### src/rtl/nat_pkg.sv
package nat_pkg;

  localparam int unsigned TABLE_DEPTH = 64;
  localparam int unsigned IDX_W = $clog2(TABLE_DEPTH);
  localparam int unsigned CNT_W = $clog2(TABLE_DEPTH + 1);
  localparam int unsigned EXP_W = 7;
  localparam logic [15:0] FIRST_PORT_RST = 16'd1024;
  localparam logic [15:0] LAST_PORT_RST = 16'd11023;
  localparam logic [15:0] ICMP_TIMEOUT_RST = 16'd60;

  typedef enum logic [1:0] {
    OP_LOOKUP_EXT = 2'd0,
    OP_LOOKUP_INT = 2'd1,
    OP_INSERT     = 2'd2,
    OP_TICK       = 2'd3
  } op_e;

  typedef enum logic [1:0] {
    ST_HIT  = 2'd0,
    ST_MISS = 2'd1,
    ST_FULL = 2'd2,
    ST_TICK = 2'd3
  } status_e;

  typedef enum logic [1:0] {
    REG_FIRST_PORT   = 2'd0,
    REG_LAST_PORT    = 2'd1,
    REG_ICMP_TIMEOUT = 2'd2,
    REG_NONE         = 2'd3
  } reg_e;

  typedef enum logic [1:0] {
    S_IDLE,
    S_SCAN,
    S_RESP
  } state_e;

  typedef struct packed {
    logic        kind;
    logic [31:0] address;
    logic [15:0] inside_port;
    logic [15:0] outside_port;
    logic [31:0] stamp;
  } entry_t;

  localparam int unsigned ENTRY_W = $bits(entry_t);

  typedef struct packed {
    logic start;
    logic scan;
  } cmd_t;

  typedef struct packed {
    logic direct;
    logic scan_done;
  } sts_t;

endpackage

### src/rtl/nat_ctrl.sv
module nat_ctrl (
  input  logic          clk_i,
  input  logic          rst_ni,
  input  logic          in_valid_i,
  output logic          in_ready_o,
  output logic          out_valid_o,
  input  logic          out_ready_i,
  input  nat_pkg::sts_t sts_i,
  output nat_pkg::cmd_t cmd_o
);

  nat_pkg::state_e state_q, state_d;

  always_ff @(posedge clk_i or negedge rst_ni) begin
    if (!rst_ni) begin
      state_q <= nat_pkg::S_IDLE;
    end else begin
      state_q <= state_d;
    end
  end

  always_comb begin
    state_d     = state_q;
    in_ready_o  = 1'b0;
    out_valid_o = 1'b0;
    cmd_o       = '0;
    case (state_q)
      nat_pkg::S_IDLE: begin
        in_ready_o = 1'b1;
        if (in_valid_i) begin
          cmd_o.start = 1'b1;
          state_d = sts_i.direct ? nat_pkg::S_RESP : nat_pkg::S_SCAN;
        end
      end
      nat_pkg::S_SCAN: begin
        cmd_o.scan = 1'b1;
        if (sts_i.scan_done) begin
          state_d = nat_pkg::S_RESP;
        end
      end
      nat_pkg::S_RESP: begin
        out_valid_o = 1'b1;
        if (out_ready_i) begin
          state_d = nat_pkg::S_IDLE;
        end
      end
      default: state_d = nat_pkg::S_IDLE;
    endcase
  end

endmodule

### config.mk
export PLATFORM = sky130hd
export DESIGN_NAME = nat_ctrl
export DESIGN_NICKNAME = d
export VERILOG_FILES = /design/src/rtl/nat_pkg.sv /design/src/rtl/nat_ctrl.sv
export SDC_FILE = /design/constraint.sdc
export NUM_CORES = 1
export LEC_CHECK = 0
export BUFFER_PORTS_ARGS = -buffer_cell sky130_fd_sc_hd__buf_4
export CAP_MARGIN = 30
export CORE_AREA = 4 4 41 43
export CTS_CLUSTER_DIAMETER = 120
export CTS_CLUSTER_SIZE = 16
export DETAILED_ROUTE_END_ITERATION = 7
export DIE_AREA = 0 0 45 47
export PLACE_DENSITY = 0.32
export RECOVER_POWER = 25
export SLEW_MARGIN = 40
export SYNTH_ARGS = -nofsm -noshare
export SYNTH_HDL_FRONTEND = slang
export SYNTH_SLANG_ARGS = --single-unit
### constraint.sdc
create_clock -name clk_i -period 1.36 [get_ports clk_i]
set_clock_uncertainty 0.1 [all_clocks]
set_input_delay 0.136 -clock clk_i [delete_from_list [all_inputs] [get_ports clk_i]]
set_output_delay 0.136 -clock clk_i [all_outputs]
set_load 0.01 [all_outputs]
## After elaboration in Yosys (flattened, before gate mapping)

Index checks and enable logic that the tools add are counted.

| word-level totals | value |
|---|---|
| register bits after elaboration | 2 |
| logic and storage cells | 18 |
| input port bits | 6 |
| output and inout port bits | 4 |

| cells by class | value |
|---|---|
| mux-type cells | 10 |
| reduce and logical (&&, ||, !) cells | 2 |
| equal/unequal tests | 5 |

Operators with widths:

| operator | count |
|---|---|
| $mux 2 | 4 |
| $ne 2x2->1 const B | 3 |
| $pmux 2 s3 | 1 |
| $mux 1 | 5 |
| $reduce_and 3->1 | 1 |
| $eq 2x1->1 const B | 1 |
| $eq 2x2->1 const B | 1 |
| $logic_not 2->1 | 1 |

## Longest topological paths before layout

| logic depth | value |
|---|---|
| depth in word-level cells | 3 |
| gate-level depth with buffers | 2 |
| depth with buffers taken out | 2 |

## Worst setup path before layout

OpenSTA, ideal clock, no wires.

| path | value |
|---|---|
| kind | reg-to-reg |
| start point | register state_q[0] |
| end point | register state_q[0] |
| stages on the path, launching flop included | 3 |
| clock period less this slack | 1.074 ns |
| path buffers | 0 |
| required time | 1.183 ns |
| slack | 0.286 ns |
| arrival time | 0.896 ns |
| cells stage by stage | dfrtp_1 -> or3b_1 -> a21oi_1 |

| on the way | value |
|---|---|
| longest elaborated chain between the ends | 3 |

Ends and longest elaborated chain:

| item | RTL line | source |
|---|---|---|
| start, declared | nat_ctrl.sv:12 | `nat_pkg::state_e state_q, state_d;` |
| start signal, assigned | nat_ctrl.sv:16 | `state_q <= nat_pkg::S_IDLE;` |
| start signal, assigned | nat_ctrl.sv:18 | `state_q <= state_d;` |
| $eq 2x1->1, or another cell as far along | nat_ctrl.sv:27 | `case (state_q)` |
| $ne 2x2->1 (no source line) | n/a |  |
| $reduce_and 3->1 (no source line) | n/a |  |

Parallel ways exist; a longest one is shown, timed or not.
A chain may end at the register's enable or synchronous reset.

==> impl_metrics.ini <==
[cts]
clock_sinks = 2
cts_tree = done
htreeDepth = 1
clockBufferDepth = 2
cts-buffers-inserted = 3
cts-root-buf = clkbuf_4
insertion_delay_ps = 220
clkTransAtPathRegs_ps = 30

[job]
cap_violations = 0

[final_layout]
drive_gt1_frac = 0.519
n_antenna_cell = 0
n_fill_cell = 154
regArea_um2 = 51.3
largest_registers = state_q (2)
multiInputGateArea_um2 = 78.8
top_register = state_q
largest_reg_flops = 2
nets = 35
area_growth_pct = 100
final_cell_area_um2 = 253
finalNonFillerCells = 42

[routing]
first_pass_iters = 1
avgRoutedWirePerCell_um = 9.10
remaining_drc_errors = 0
wl_um = 382
viasPerCell = 3.60
drt-initial-drc-count = 0
final_antenna_net_count = 0
vias = 151

[placement]
place_ws_ps = 219
post_dp_cell_area_um2 = 213
gp_congestion = 0.662
place_hpwl_um = 282
post-place-cells = 37
port-buffer-count = 9

[sta]
fin_ws_ps = 96.9
whs_ps = 65.0
hold_violations = 0
rsz0062_at_grt = no
period_share = 0.929
slew_viol_final = 0
fin_tns_setup_ps = 0
finalSetupViolCount = 0
fmax_mhz = 792
min_period_ps = 1260
tightest_slew_ps = 212
relSlewSlack = 0.858

[grt]
grt-ovfl-total = 0
grt_max_degree = 9
track_usage = 0.0482
antenna_found_initial = 0
grt_pass1_vias = 153
grt_first_pass_wirelength_um = 627

[floorplanning]
row_count = 13
die_h_um = 47
io_pins = 10
coreArea_um2 = 1300
dieWidth_um = 45
dieArea_um2 = 2120
start_util = 0.0971

[synth]
synth_cells = 13
yosysTopAreaCell = dfrtp_1
yosys-top-cells-area = dfrtp_1 40%, or3b_1 14%, nor2b_1 9.9%, nand4bb_1 8.9%, nand3b_1 5.9%
syn_nets = 19
avgSynthCellArea_um2 = 9.72
ys_top_cells_by_count = 2 x dfrtp_1, 2 x nor2b_1, 2 x or3b_1
synth_top_area_frac = 0.396
ys.flop_type = dfrtp_1
yosysSeqAreaShare = 0.396
async_reset_ff_frac = 1.00
ys_warn_count = 0
synth-seq-cells = 2
synth-edff-count = 0
syn-cell-area_um2 = 126
ys_types = 10

[power_and_ir_drop]
p_switching_uw = 127
pwr-share-clk = 0.324
ir_worst_vdd_mv = 0.356
p_leak_nw = 0.116
p_int_uw = 279
seqPwrFrac = 0.271
power_density_nw_per_um2 = 1610
switching_share = 0.312
p_comb_frac = 0.405

[run_status]
outcome = complete, no violations

[setup_path]
r2r-start = state_q[0]$_DFFE_PN0P_
cp_cell_sequence = nor2_2 > and2_1 > buf_4
endpoint_kind = output pin
critPathLaunchType = flip-flop
reg2reg_depth = 3
worst_path_largest_cell_delay_ps = 430
r2r_setup_slack_ps = 160
arrival_ps = 1030
crit_fanout = 6
critical_path_class = reg2out
crit_start = state_q[0]$_DFFE_PN0P_
timing.rr.end = state_q[1]$_DFFE_PN0P_
critPathSlowestCell = dfrtp_2
crit_path_end = cmd_o[1]
critical_path_required_ps = 1120

[min_path]
worstHoldPathCells = 3
min_path_type = in2reg
==> placed cells by master, fill, tap and decap left out, types with 2 or more instances in the layout <==
cell      count
buf_4         9
clkbuf_4      3
nor2b_1       2
or3b_1        2
==> layer usage <==
metal  vias up  part of all wire  track usage
met5         -                 0            0
met4         0                 0       0.0702
met3         0              0.10       0.0383
met2         8              0.47       0.0537
met1        68              0.43       0.0455
li1         75                 -            -
==> critical path, delay by kind of cell (launching register included) <==
kind | cells | cell delay, ps
AND/OR/NAND/NOR | 2 | 260
buffers and inverters | 1 | 110
flip-flops | 1 | 430
==> worst min-delay path by stage <==
stage                         from                endpoint  slack (ps)
after floorplan             rst_ni  state_q[0]$_DFFE_PN0P_        -260
after global placement      rst_ni  state_q[1]$_DFFE_PN0P_        -180
after detailed placement    rst_ni  state_q[0]$_DFFE_PN0P_        -180
after CTS                 sts_i[0]  state_q[1]$_DFFE_PN0P_          60
after global routing      sts_i[0]  state_q[1]$_DFFE_PN0P_          60
final                     sts_i[0]  state_q[1]$_DFFE_PN0P_          70
==> stage by stage <==
stage / power [mW] / utilization
global route: 0.441 / 0.194
CTS: 0.403 / 0.188
finish: 0.406 / 0.194
global placement: 0.258 / 0.163
detailed placement: 0.260 / 0.163
floorplan: 0.174 / -
==> kinds of logic (layout without fill, tap and decap cells) <==
logic type,count (synthesis),after routing,share of synthesized area
compound gates,1,1,0.0396
buf+inv,0,14,0
simple gates,10,10,0.564
flops,2,2,0.396
==> power by group through the flow <==
stage	Clock [mW]	Combinational (mW)	Sequential, mW
after floorplan	0	0.0770	0.0972
after global placement	0	0.152	0.106
after detailed placement	0	0.153	0.108
after CTS	0.141	0.155	0.107
after global routing	0.148	0.180	0.113
final	0.131	0.165	0.110
==> what timing repair did <==
action / in CTS / in global routing
hold buffers: 1 / 0
hold endpoints to repair: 2 / 0
gates resized for setup: 0 / 2
setup buffers: 0 / 1
endpoints found under the setup margin: 0 / 1
==> cell type report <==
| cell class | instances | share of cell area |
|---|---|---|
| tap | 15 | 0.0743 |
| timing repair buffer | 11 | 0.322 |
| multi-input combinational | 11 | 0.312 |
| sequential | 2 | 0.203 |
| clock buffer | 3 | 0.0891 |
(Power assumes the default switching activity.)
